===== src/sv/fdpq_pkg.sv =====
// Shared types and constants for the fetch-directed prefetch queue.
// Used by fdpq_fifo and fetch_directed_prefetch_queue; no dependencies.
package fdpq_pkg;

    // Default sizing
    localparam int TQ_DEPTH_DEF    = 8;
    localparam int PFQ_DEPTH_DEF   = 16;
    localparam int BLOCK_BYTES_DEF = 64;
    localparam int MAX_BLOCKS_DEF  = 16;

    // Fixed field widths
    localparam int ADDR_W  = 48;
    localparam int TGT_W   = 16;
    localparam int SLOT_W  = 3;
    localparam int IDATA_W = 176;
    localparam int ODATA_W = 120;

    // Request types
    localparam logic [1:0] REQ_INSERT = 2'd0;
    localparam logic [1:0] REQ_REMOVE = 2'd1;
    localparam logic [1:0] REQ_DONE   = 2'd2;
    localparam logic [1:0] REQ_POP    = 2'd3;

    // Result kinds
    localparam logic [1:0] RES_XLATE = 2'd0;
    localparam logic [1:0] RES_ISSUE = 2'd1;
    localparam logic [1:0] RES_EMPTY = 2'd2;

    // Register indexes
    localparam logic [2:0] CFG_MIN_DISTANCE = 3'd0;
    localparam logic [2:0] CFG_BLOCK_LIMIT  = 3'd1;
    localparam logic [2:0] CFG_SKIP_FIRST   = 3'd2;
    localparam logic [2:0] CFG_SQUASH       = 3'd3;
    localparam logic [2:0] CFG_SNOOP        = 3'd4;

    typedef enum logic [1:0] {
        ST_IDLE,
        ST_WALK,
        ST_SQUASH,
        ST_POP
    } state_t;

    // Commands into the prefetch FIFO
    typedef struct packed {
        logic push;
        logic pop;
        logic del;
    } fifo_cmd_t;

    // Status from the prefetch FIFO
    typedef struct packed {
        logic hit;
        logic del_hit;
        logic empty;
        logic full;
    } fifo_stat_t;

endpackage


===== src/sv/fetch_directed_prefetch_queue.sv =====
// Fetch-directed instruction prefetch queue: one beat at a time.
// Insert: walks the range block by block against the table and the FIFO, holding
//   while the output register is full. Remove: deletes the target's FIFO entries.
// Pop: returns the FIFO head or an empty result. Completion: handled on acceptance.
// Reset clears control state, slot valid bits and the FIFO count; no clearing pass.
// Depends on fdpq_pkg and fdpq_fifo.
module fetch_directed_prefetch_queue #(
    parameter int TQ_DEPTH    = fdpq_pkg::TQ_DEPTH_DEF,
    parameter int PFQ_DEPTH   = fdpq_pkg::PFQ_DEPTH_DEF,
    parameter int BLOCK_BYTES = fdpq_pkg::BLOCK_BYTES_DEF,
    parameter int MAX_BLOCKS  = fdpq_pkg::MAX_BLOCKS_DEF
) (
    input  logic                           clk,
    input  logic                           rst_n,
    input  logic                           s_tvalid,
    output logic                           s_tready,
    // start_pc, end_pc, head_distance, target_id, tq_slot, failed,
    // phys_addr, uncacheable, outside_memory, already_cached, zero pad
    input  logic [fdpq_pkg::IDATA_W-1:0]   s_tdata,
    // req_type
    input  logic [1:0]                     s_tuser,
    output logic                           m_tvalid,
    input  logic                           m_tready,
    // virt_addr, phys_out, slot_out, target_out, zero pad
    output logic [fdpq_pkg::ODATA_W-1:0]   m_tdata,
    // result_kind
    output logic [1:0]                     m_tuser,
    output logic                           m_tlast,
    input  logic                           cfg_valid,
    output logic                           cfg_ready,
    input  logic [2:0]                     cfg_index,
    input  logic [7:0]                     cfg_data
);
    localparam int AW  = fdpq_pkg::ADDR_W;
    localparam int TW  = fdpq_pkg::TGT_W;
    localparam int SW  = fdpq_pkg::SLOT_W;
    localparam int SH  = $clog2(BLOCK_BYTES);
    localparam int BN  = AW - SH;
    localparam int BW  = BN + 1;
    localparam int TIW = (TQ_DEPTH > 1) ? $clog2(TQ_DEPTH) : 1;
    localparam int LW  = $clog2(MAX_BLOCKS + 1);
    localparam int CW  = $clog2(PFQ_DEPTH + 1);

    // Input fields
    logic [AW-1:0] in_start, in_end, in_phys;
    logic [7:0]    in_head;
    logic [TW-1:0] in_tgt;
    logic [SW-1:0] in_slot;
    logic          in_failed, in_uncache, in_outside, in_cached;

    assign in_start   = s_tdata[47:0];
    assign in_end     = s_tdata[95:48];
    assign in_head    = s_tdata[103:96];
    assign in_tgt     = s_tdata[119:104];
    assign in_slot    = s_tdata[122:120];
    assign in_failed  = s_tdata[123];
    assign in_phys    = s_tdata[171:124];
    assign in_uncache = s_tdata[172];
    assign in_outside = s_tdata[173];
    assign in_cached  = s_tdata[174];

    // Configuration registers
    logic [7:0] min_dist_reg;
    logic [4:0] blk_limit_reg;
    logic       skip_reg, squash_reg, snoop_reg;

    assign cfg_ready = 1'b1;

    always_ff @(posedge clk or negedge rst_n)
    begin
        if (!rst_n)
        begin
            min_dist_reg  <= '0;
            blk_limit_reg <= '0;
            skip_reg      <= 1'b0;
            squash_reg    <= 1'b1;
            snoop_reg     <= 1'b1;
        end
        else if (cfg_valid)
        begin
            unique case (cfg_index)
                fdpq_pkg::CFG_MIN_DISTANCE: min_dist_reg  <= cfg_data;
                fdpq_pkg::CFG_BLOCK_LIMIT:  blk_limit_reg <= cfg_data[4:0];
                fdpq_pkg::CFG_SKIP_FIRST:   skip_reg      <= cfg_data[0];
                fdpq_pkg::CFG_SQUASH:       squash_reg    <= cfg_data[0];
                fdpq_pkg::CFG_SNOOP:        snoop_reg     <= cfg_data[0];
                default: ;
            endcase
        end
    end

    // Translation table
    logic [TQ_DEPTH-1:0] tq_valid_reg, tq_valid_next;
    logic [BN-1:0]       tq_block_reg  [TQ_DEPTH];
    logic [TW-1:0]       tq_target_reg [TQ_DEPTH];
    logic [TQ_DEPTH-1:0] tq_cancel_reg;

    // Sequencer and walk registers
    fdpq_pkg::state_t state_reg, state_next;
    logic [BW-1:0] blk_reg, blk_next;
    logic [BN-1:0] end_blk_reg, end_blk_next;
    logic [LW-1:0] left_reg, left_next;
    logic [TW-1:0] tgt_reg, tgt_next;
    logic          pend_valid_reg, pend_valid_next;
    logic [AW-1:0] pend_addr_reg, pend_addr_next;
    logic [SW-1:0] pend_slot_reg, pend_slot_next;

    // Output register
    logic          out_valid_reg;
    logic [1:0]    out_kind_reg;
    logic [AW-1:0] out_va_reg, out_pa_reg;
    logic [SW-1:0] out_slot_reg;
    logic [TW-1:0] out_tgt_reg;
    logic          out_last_reg;

    logic          out_load;
    logic [1:0]    out_kind;
    logic [AW-1:0] out_va, out_pa;
    logic [SW-1:0] out_slot;
    logic [TW-1:0] out_tgt;
    logic          out_last;
    logic          out_free;

    // FIFO
    fdpq_pkg::fifo_cmd_t  fcmd;
    fdpq_pkg::fifo_stat_t fstat;
    logic [BN-1:0]        head_v, head_p;
    logic [TW-1:0]        head_t;
    logic [CW-1:0]        fcount;

    // Walk compare and slot choice
    logic [BN-1:0]  query;
    logic           tq_hit;
    logic           free_found;
    logic [TIW-1:0] free_idx;
    logic           walk_done;

    // Insert setup
    logic [AW-1:0]  last_byte;
    logic [BW-1:0]  first_blk;
    logic [LW-1:0]  limit;

    // Completion
    logic [6:0]     slot_ext;
    logic [TIW-1:0] done_idx;
    logic           done_ok;
    logic           done_keep;

    logic           accept;

    assign accept   = s_tvalid && s_tready;
    assign s_tready = (state_reg == fdpq_pkg::ST_IDLE);
    assign out_free = !out_valid_reg || m_tready;

    assign last_byte = (in_end <= in_start) ? in_start : in_end - AW'(1);
    assign first_blk = {1'b0, in_start[AW-1:SH]} + BW'(skip_reg);
    assign limit     = (blk_limit_reg == 5'd0 || 32'(blk_limit_reg) > MAX_BLOCKS)
                       ? LW'(MAX_BLOCKS) : LW'(blk_limit_reg);

    assign slot_ext  = {4'd0, in_slot};
    assign done_idx  = slot_ext[TIW-1:0];
    assign done_ok   = (32'(slot_ext) < TQ_DEPTH) && tq_valid_reg[done_idx];
    assign done_keep = !in_failed && !tq_cancel_reg[done_idx] && !in_uncache &&
                       !in_outside && !(snoop_reg && in_cached) && !fstat.full;

    assign query     = blk_reg[BN-1:0];
    assign walk_done = (blk_reg > {1'b0, end_blk_reg}) || (left_reg == '0);

    // Block compare against the table, lowest free slot
    always_comb
    begin
        tq_hit     = 1'b0;
        free_found = 1'b0;
        free_idx   = '0;
        for (int i = 0; i < TQ_DEPTH; i++)
        begin
            if (tq_valid_reg[i] && tq_block_reg[i] == query)
                tq_hit = 1'b1;
            if (!free_found && !tq_valid_reg[i])
            begin
                free_found = 1'b1;
                free_idx   = TIW'(i);
            end
        end
    end

    // Sequencer next state and outputs
    always_comb
    begin
        state_next      = state_reg;
        blk_next        = blk_reg;
        end_blk_next    = end_blk_reg;
        left_next       = left_reg;
        tgt_next        = tgt_reg;
        pend_valid_next = pend_valid_reg;
        pend_addr_next  = pend_addr_reg;
        pend_slot_next  = pend_slot_reg;
        tq_valid_next   = tq_valid_reg;
        fcmd            = '0;
        out_load        = 1'b0;
        out_kind        = fdpq_pkg::RES_XLATE;
        out_va          = pend_addr_reg;
        out_pa          = '0;
        out_slot        = pend_slot_reg;
        out_tgt         = tgt_reg;
        out_last        = 1'b0;

        unique case (state_reg)
            fdpq_pkg::ST_IDLE:
            begin
                if (accept)
                begin
                    unique case (s_tuser)
                        fdpq_pkg::REQ_INSERT:
                        begin
                            if (in_head >= min_dist_reg)
                            begin
                                blk_next        = first_blk;
                                end_blk_next    = last_byte[AW-1:SH];
                                left_next       = limit;
                                tgt_next        = in_tgt;
                                pend_valid_next = 1'b0;
                                state_next      = fdpq_pkg::ST_WALK;
                            end
                        end
                        fdpq_pkg::REQ_REMOVE:
                        begin
                            if (squash_reg)
                            begin
                                tgt_next   = in_tgt;
                                state_next = fdpq_pkg::ST_SQUASH;
                            end
                        end
                        fdpq_pkg::REQ_DONE:
                        begin
                            if (done_ok)
                            begin
                                fcmd.push               = done_keep;
                                tq_valid_next[done_idx] = 1'b0;
                            end
                        end
                        fdpq_pkg::REQ_POP:
                            state_next = fdpq_pkg::ST_POP;
                        default: ;
                    endcase
                end
            end
            fdpq_pkg::ST_WALK:
            begin
                if (out_free)
                begin
                    if (walk_done)
                    begin
                        out_load        = pend_valid_reg;
                        out_last        = 1'b1;
                        pend_valid_next = 1'b0;
                        state_next      = fdpq_pkg::ST_IDLE;
                    end
                    else
                    begin
                        blk_next  = blk_reg + BW'(1);
                        left_next = left_reg - LW'(1);
                        if (!tq_hit && !fstat.hit && free_found)
                        begin
                            tq_valid_next[free_idx] = 1'b1;
                            out_load        = pend_valid_reg;
                            pend_valid_next = 1'b1;
                            pend_addr_next  = {query, {SH{1'b0}}};
                            pend_slot_next  = SW'({{(7 - TIW){1'b0}}, free_idx});
                        end
                    end
                end
            end
            fdpq_pkg::ST_SQUASH:
            begin
                fcmd.del = 1'b1;
                if (!fstat.del_hit)
                    state_next = fdpq_pkg::ST_IDLE;
            end
            fdpq_pkg::ST_POP:
            begin
                if (out_free)
                begin
                    out_load   = 1'b1;
                    out_last   = 1'b1;
                    out_slot   = '0;
                    state_next = fdpq_pkg::ST_IDLE;
                    if (fstat.empty)
                    begin
                        out_kind = fdpq_pkg::RES_EMPTY;
                        out_va   = '0;
                        out_tgt  = '0;
                    end
                    else
                    begin
                        fcmd.pop = 1'b1;
                        out_kind = fdpq_pkg::RES_ISSUE;
                        out_va   = {head_v, {SH{1'b0}}};
                        out_pa   = {head_p, {SH{1'b0}}};
                        out_tgt  = head_t;
                    end
                end
            end
            default: ;
        endcase
    end

    // Sequencer state
    always_ff @(posedge clk or negedge rst_n)
    begin
        if (!rst_n)
        begin
            state_reg      <= fdpq_pkg::ST_IDLE;
            pend_valid_reg <= 1'b0;
            tq_valid_reg   <= '0;
            out_valid_reg  <= 1'b0;
        end
        else
        begin
            state_reg      <= state_next;
            pend_valid_reg <= pend_valid_next;
            tq_valid_reg   <= tq_valid_next;
            if (out_load)
                out_valid_reg <= 1'b1;
            else if (m_tready)
                out_valid_reg <= 1'b0;
        end
    end

    // Walk and output payload
    always_ff @(posedge clk)
    begin
        blk_reg       <= blk_next;
        end_blk_reg   <= end_blk_next;
        left_reg      <= left_next;
        tgt_reg       <= tgt_next;
        pend_addr_reg <= pend_addr_next;
        pend_slot_reg <= pend_slot_next;
        if (out_load)
        begin
            out_kind_reg <= out_kind;
            out_va_reg   <= out_va;
            out_pa_reg   <= out_pa;
            out_slot_reg <= out_slot;
            out_tgt_reg  <= out_tgt;
            out_last_reg <= out_last;
        end
    end

    // Table payload: written on allocation, canceled on remove
    always_ff @(posedge clk)
    begin
        for (int i = 0; i < TQ_DEPTH; i++)
        begin
            if (state_reg == fdpq_pkg::ST_WALK && out_free && !walk_done && !tq_hit &&
                !fstat.hit && free_found && free_idx == TIW'(i))
            begin
                tq_block_reg[i]  <= query;
                tq_target_reg[i] <= tgt_reg;
                tq_cancel_reg[i] <= 1'b0;
            end
            else if (accept && s_tuser == fdpq_pkg::REQ_REMOVE && squash_reg &&
                     tq_valid_reg[i] && tq_target_reg[i] == in_tgt)
                tq_cancel_reg[i] <= 1'b1;
        end
    end

    fdpq_fifo #(
        .PFQ_DEPTH   (PFQ_DEPTH),
        .BLOCK_BYTES (BLOCK_BYTES)
    ) u_fifo (
        .clk     (clk),
        .rst_n   (rst_n),
        .cmd     (fcmd),
        .push_v  (tq_block_reg[done_idx]),
        .push_p  (in_phys[AW-1:SH]),
        .push_t  (tq_target_reg[done_idx]),
        .query   (query),
        .del_tgt (tgt_reg),
        .stat    (fstat),
        .head_v  (head_v),
        .head_p  (head_p),
        .head_t  (head_t),
        .count   (fcount)
    );

    assign m_tvalid = out_valid_reg;
    assign m_tuser  = out_kind_reg;
    assign m_tlast  = out_last_reg;
    assign m_tdata  = {5'd0, out_tgt_reg, out_slot_reg, out_pa_reg, out_va_reg};

`ifndef SYNTHESIS
    a_count_bound: assert property (@(posedge clk) disable iff (!rst_n)
        32'(fcount) <= PFQ_DEPTH)
        else $error("prefetch FIFO count above depth");

    a_pend_walk: assert property (@(posedge clk) disable iff (!rst_n)
        pend_valid_reg |-> (state_reg == fdpq_pkg::ST_WALK))
        else $error("held result outside a walk");

    a_count_step: assert property (@(posedge clk) disable iff (!rst_n)
        (fcount == $past(fcount)) || (fcount == $past(fcount) + CW'(1)) ||
        (fcount + CW'(1) == $past(fcount)))
        else $error("prefetch FIFO count jumped");

    a_walk_out: assert property (@(posedge clk) disable iff (!rst_n)
        (state_reg == fdpq_pkg::ST_WALK && out_load) |-> out_kind == fdpq_pkg::RES_XLATE)
        else $error("walk produced a non-translation result");
`endif

endmodule


===== src/sv/fdpq_fifo.sv =====
// Prefetch FIFO: oldest entry at index 0, block search, push, pop and
// deletion of the first entry of a given target. Depends on fdpq_pkg.
module fdpq_fifo #(
    parameter int PFQ_DEPTH   = fdpq_pkg::PFQ_DEPTH_DEF,
    parameter int BLOCK_BYTES = fdpq_pkg::BLOCK_BYTES_DEF
) (
    input  logic                                              clk,
    input  logic                                              rst_n,
    input  fdpq_pkg::fifo_cmd_t                               cmd,
    input  logic [fdpq_pkg::ADDR_W-$clog2(BLOCK_BYTES)-1:0]   push_v,
    input  logic [fdpq_pkg::ADDR_W-$clog2(BLOCK_BYTES)-1:0]   push_p,
    input  logic [fdpq_pkg::TGT_W-1:0]                        push_t,
    input  logic [fdpq_pkg::ADDR_W-$clog2(BLOCK_BYTES)-1:0]   query,
    input  logic [fdpq_pkg::TGT_W-1:0]                        del_tgt,
    output fdpq_pkg::fifo_stat_t                              stat,
    output logic [fdpq_pkg::ADDR_W-$clog2(BLOCK_BYTES)-1:0]   head_v,
    output logic [fdpq_pkg::ADDR_W-$clog2(BLOCK_BYTES)-1:0]   head_p,
    output logic [fdpq_pkg::TGT_W-1:0]                        head_t,
    output logic [$clog2(PFQ_DEPTH+1)-1:0]                    count
);
    localparam int BN  = fdpq_pkg::ADDR_W - $clog2(BLOCK_BYTES);
    localparam int CW  = $clog2(PFQ_DEPTH + 1);
    localparam int FIW = (PFQ_DEPTH > 1) ? $clog2(PFQ_DEPTH) : 1;

    logic [BN-1:0]                 v_reg [PFQ_DEPTH];
    logic [BN-1:0]                 p_reg [PFQ_DEPTH];
    logic [fdpq_pkg::TGT_W-1:0]    t_reg [PFQ_DEPTH];
    logic [CW-1:0]                 cnt_reg;
    logic [CW-1:0]                 cnt_next;
    logic [FIW-1:0]                del_idx;
    logic [FIW-1:0]                shift_idx;
    logic                          shift_en;
    logic                          hit;
    logic                          del_hit;

    // Parallel search over live entries
    always_comb
    begin
        hit     = 1'b0;
        del_hit = 1'b0;
        del_idx = '0;
        for (int i = 0; i < PFQ_DEPTH; i++)
        begin
            if (CW'(i) < cnt_reg)
            begin
                if (v_reg[i] == query)
                    hit = 1'b1;
                if (!del_hit && t_reg[i] == del_tgt)
                begin
                    del_hit = 1'b1;
                    del_idx = FIW'(i);
                end
            end
        end
    end

    // Shift down from the removed entry
    always_comb
    begin
        shift_en  = 1'b0;
        shift_idx = '0;
        if (cmd.pop && cnt_reg != '0)
            shift_en = 1'b1;
        else if (cmd.del && del_hit)
        begin
            shift_en  = 1'b1;
            shift_idx = del_idx;
        end
        cnt_next = cnt_reg;
        if (shift_en)
            cnt_next = cnt_reg - CW'(1);
        else if (cmd.push)
            cnt_next = cnt_reg + CW'(1);
    end

    always_ff @(posedge clk or negedge rst_n)
    begin
        if (!rst_n)
            cnt_reg <= '0;
        else
            cnt_reg <= cnt_next;
    end

    // Entry payload, no reset
    always_ff @(posedge clk)
    begin
        for (int i = 0; i < PFQ_DEPTH; i++)
        begin
            if (shift_en && FIW'(i) >= shift_idx && i < PFQ_DEPTH - 1)
            begin
                v_reg[i] <= v_reg[(i < PFQ_DEPTH - 1) ? i + 1 : i];
                p_reg[i] <= p_reg[(i < PFQ_DEPTH - 1) ? i + 1 : i];
                t_reg[i] <= t_reg[(i < PFQ_DEPTH - 1) ? i + 1 : i];
            end
            else if (!shift_en && cmd.push && FIW'(i) == cnt_reg[FIW-1:0])
            begin
                v_reg[i] <= push_v;
                p_reg[i] <= push_p;
                t_reg[i] <= push_t;
            end
        end
    end

    assign stat.hit     = hit;
    assign stat.del_hit = del_hit;
    assign stat.empty   = (cnt_reg == '0);
    assign stat.full    = (cnt_reg == CW'(PFQ_DEPTH));
    assign head_v       = v_reg[0];
    assign head_p       = p_reg[0];
    assign head_t       = t_reg[0];
    assign count        = cnt_reg;

endmodule

===== config.mk =====
export PLATFORM = sky130hd
export DESIGN_NAME = fetch_directed_prefetch_queue
export DESIGN_NICKNAME = d
export VERILOG_FILES = /design/src/sv/fdpq_pkg.sv /design/src/sv/fetch_directed_prefetch_queue.sv /design/src/sv/fdpq_fifo.sv
export SDC_FILE = /design/constraint.sdc
export NUM_CORES = 2
export LEC_CHECK = 0
export BUFFER_PORTS_ARGS = -buffer_cell sky130_fd_sc_hd__buf_2
export CAP_MARGIN = 20
export CORE_AREA = 10 10 438 440
export CTS_BUF_LIST = sky130_fd_sc_hd__clkbuf_8
export DETAILED_ROUTE_END_ITERATION = 6
export DIE_AREA = 0 0 448 450
export PLACE_DENSITY_LB_ADDON = 0.12
export SYNTH_ARGS = -nofsm -noshare
export SYNTH_HDL_FRONTEND = slang
export SYNTH_HIERARCHICAL = 1
export SYNTH_SLANG_ARGS = --single-unit

===== constraint.sdc =====
create_clock -name clk -period 21.1 [get_ports clk]
set_input_delay 2.11 -clock clk [delete_from_list [all_inputs] [get_ports clk]]
set_output_delay 2.11 -clock clk [all_outputs]
set_load 0.02 [all_outputs]

==> results.json <==
{
  "maxCapViolations": 0,
  "crit_arrival_ns": 8.32,
  "synth.distinct_cells": 97,
  "grt_remaining_overflow": 0,
  "wl_met3_um": 48200,
  "numCtsBuffers": 399,
  "fin_nets": 8797,
  "grt_max_degree": 107,
  "drt_iter0_markers": 11100,
  "highest_layer": "met5",
  "critical_path_required_ns": 21.81,
  "drv_slew": 0,
  "outcome": "completed",
  "clk_path_buf_depth": 4,
  "relSlewSlack_pct": 12.9,
  "drc": 0,
  "synth_edf_count": 2321,
  "clock_skew_ns": 0.0599,
  "endpoint_kind": "flop",
  "first_global_vias": 74300,
  "worstHoldStart": "tq_cancel_reg[0]",
  "drive_above_1_share_pct": 21.4,
  "cts.clk_slew.worst_paths_ns": 0.07,
  "ant_nets": 0,
  "regArea_um2": 70700,
  "clkLatencyLatePin_ns": 1.12,
  "synth_warnings": 6,
  "wl_met1_um": 141000,
  "stdcell_area_um2": 128000,
  "rsz0062_at_grt": "no",
  "netlist_instances": 8226,
  "dieArea_um2": 202000,
  "finalCriticalPeriod_ns": 7.61,
  "worstMarginPinSlew_ns": 1.31,
  "initial_core_util_pct": 64.6,
  "route.met2.wl_um": 162000,
  "h-tree-depth": 5,
  "critPathCapture": "u_fifo/p_reg[0][212]",
  "antenna_found_initial": 27,
  "p_leak_nw": 43.1,
  "r2r_cells": 11,
  "setup_viol": 0,
  "synth_top_flop_cell": "edfxtp_1",
  "cp-startpoint": "u_fifo/count[4]",
  "multi_input_area_um2": 43600,
  "dr_total_vias": 75800,
  "place_area_um2": 121000,
  "cp-start-kind": "flop",
  "layout_commonest_cell": "edfxtp_1",
  "rows": 157,
  "fmax_mhz": 131,
  "ios": 320,
  "rr_startpoint": "u_fifo/count[4]",
  "grt_pass1_wl_um": 526000,
  "synthToLayoutAreaGrowth_pct": 8.53,
  "core_area_um2": 183000,
  "hpwl_um": 238000,
  "drt_wl_total_um": 370000,
  "finalHoldViolCount": 0,
  "grt_usage_pct": 35.8,
  "netlist_area_um2": 118000,
  "post_cts_buffers": 0,
  "power.density_nw_per_um2": 83.5,
  "cts.sinks": 2362,
  "chipHeight_um": 450,
  "root_buffer": "clkbuf_8",
  "yosysSeqAreaShare_pct": 59.9,
  "hold_buffers": 0,
  "r2r-end": "u_fifo/p_reg[0][212]",
  "final_cell_mix": "2321 x edfxtp_1, 896 x xnor2_1, 796 x mux2_2, 712 x mux2_1, 569 x xor2_1",
  "worstPathMaxFanout": 59,
  "firstDrtPassIters": 6,
  "post-route-period-util_pct": 36.1,
  "cts_tree": "done",
  "num-fill-cells": 12700,
  "tns_ns": 0,
  "fp.dieW_um": 448,
  "rrSetupSlack_ns": 13.49,
  "synth_async_sr_flop_share_pct": 1.40,
  "io_buffers": 294,
  "ir_drop_mv": 0.0700,
  "path_class": "reg -> reg",
  "avgViaCountPerCell": 6.78,
  "hold_class": "reg -> reg",
  "wl_per_cell_um": 33.1,
  "ys_ff_latch": 2362,
  "gp_congestion": 0.986,
  "synth.avg_cell_area_um2": 14.3,
  "ctsResizeCount": 0
}
## cell type report
| type | instances | area share [%] |
|---|---|---|
| diodes | 28 | 0.0547 |
| well taps | 2385 | 2.33 |
| inverters | 162 | 0.475 |
| clock inverters | 266 | 0.906 |
| multi-input cells | 5037 | 34.0 |
| clock buffers | 412 | 4.43 |
| repair buffers | 532 | 2.58 |
| flip-flops and latches | 2362 | 55.2 |
## report_power, final
group          total, W  switching [W]  internal, W
clock           0.00369        0.00185      0.00184
combinational   0.00159        0.00116     0.000435
sequential      0.00542       0.000111      0.00531
total            0.0107        0.00312      0.00758
## per-stage QoR
stage	util (%)	hold WS [ns]	worst slack, ns	cells	total power, W
after floorplan	-	0.437	9.74	8242	0.00635
after global placement	66.3	0.448	13.43	10500	0.00701
after detailed placement	66.3	0.457	13.33	10500	0.00703
after CTS	70.0	0.470	13.56	11200	0.0107
after global routing	70.1	0.493	13.41	11200	0.0110
final	70.1	0.471	13.49	11200	0.0107
## layer usage
| metal | vias up | GRT usage, % |
|---|---|---|
| met3 | 1077 | 10.5 |
| li1 | 31400 | - |
| met4 | 12 | 16.9 |
| met2 | 5453 | 52.5 |
| met1 | 37900 | 49.1 |
| met5 | - | 0 |
## synth_stat cells, types with 7 or more instances
| cell | count | area (um2) |
|---|---|---|
| edfxtp_1 | 2321 | 69700 |
| xnor2_1 | 896 | 7850 |
| mux2_2 | 796 | 8960 |
| mux2_1 | 712 | 8020 |
| xor2_1 | 569 | 4980 |
| nand4_1 | 334 | 2090 |
| clkbuf_1 | 314 | 1180 |
| nand2_1 | 245 | 920 |
| a22oi_1 | 242 | 1820 |
| nor4_1 | 211 | 1320 |
| buf_4 | 165 | 1240 |
| inv_1 | 161 | 604 |
| buf_2 | 141 | 706 |
| o21ai_0 | 133 | 666 |
| ha_1 | 109 | 1360 |
| nor2_1 | 103 | 387 |
| nand3_1 | 99 | 495 |
| nor3_1 | 79 | 395 |
| and2_1 | 55 | 344 |
| a21oi_1 | 49 | 245 |
| mux2i_1 | 45 | 450 |
| buf_1 | 41 | 154 |
| dfrtp_1 | 31 | 776 |
| a21o_1 | 24 | 180 |
| nand2b_1 | 22 | 138 |
| buf_6 | 20 | 225 |
| o22ai_1 | 18 | 113 |
| or4_1 | 18 | 135 |
| and3_1 | 16 | 100 |
| nor2b_1 | 14 | 87.6 |
| and4_1 | 12 | 105 |
| mux2_4 | 10 | 150 |
| nor4b_1 | 10 | 87.6 |
| or3_1 | 10 | 62.6 |
| a31oi_1 | 9 | 56.3 |
| o21a_1 | 9 | 67.6 |
| dfxtp_1 | 8 | 160 |
| nand3b_1 | 8 | 60.1 |
| nand4b_1 | 8 | 70.1 |
| a211oi_1 | 7 | 52.6 |
| o211ai_1 | 7 | 52.6 |
## how the worst min path moves through the flow
stage,end,slack (ns),cells past startpoint
2_1_floorplan,tq_cancel_reg[0],0.44,1
6_report,tq_cancel_reg[0],0.47,1
3_3_place_gp,tq_cancel_reg[0],0.45,1
3_5_place_dp,tq_cancel_reg[0],0.46,1
4_1_cts,tq_cancel_reg[0],0.47,1
5_1_grt,tq_cancel_reg[0],0.49,1
## worst max-delay path, cell delays in order (launching register included)
cell       delay [ns]
dfrtp_1          0.79
nor3_2           0.78
nand2_1          0.48
nand4bb_1        0.29
nor2_1           0.12
nor4b_2          0.79
a41oi_4          0.35
nor2_4           0.67
and4_4           1.03
o21bai_4         0.61
buf_4            0.63
buf_4            0.60
## logic make-up (layout without fill, tap and decap cells)
| kind of cell | count (synthesis) | count (layout) | synth area share, % |
|---|---|---|---|
| buffers and inverters | 843 | 1372 | 3.48 |
| XOR/XNOR | 1465 | 1465 | 10.9 |
| other | 2 | 46 | 0.00637 |
| flip-flops | 2362 | 2362 | 59.9 |
| AO/OA/AOI/OAI | 587 | 587 | 3.44 |
| AND/OR/NAND/NOR | 1295 | 1295 | 6.22 |
| adder cells (fa/ha/maj) | 109 | 109 | 1.16 |
| multiplexers | 1563 | 1563 | 14.9 |
(Power assumes the default switching activity.)
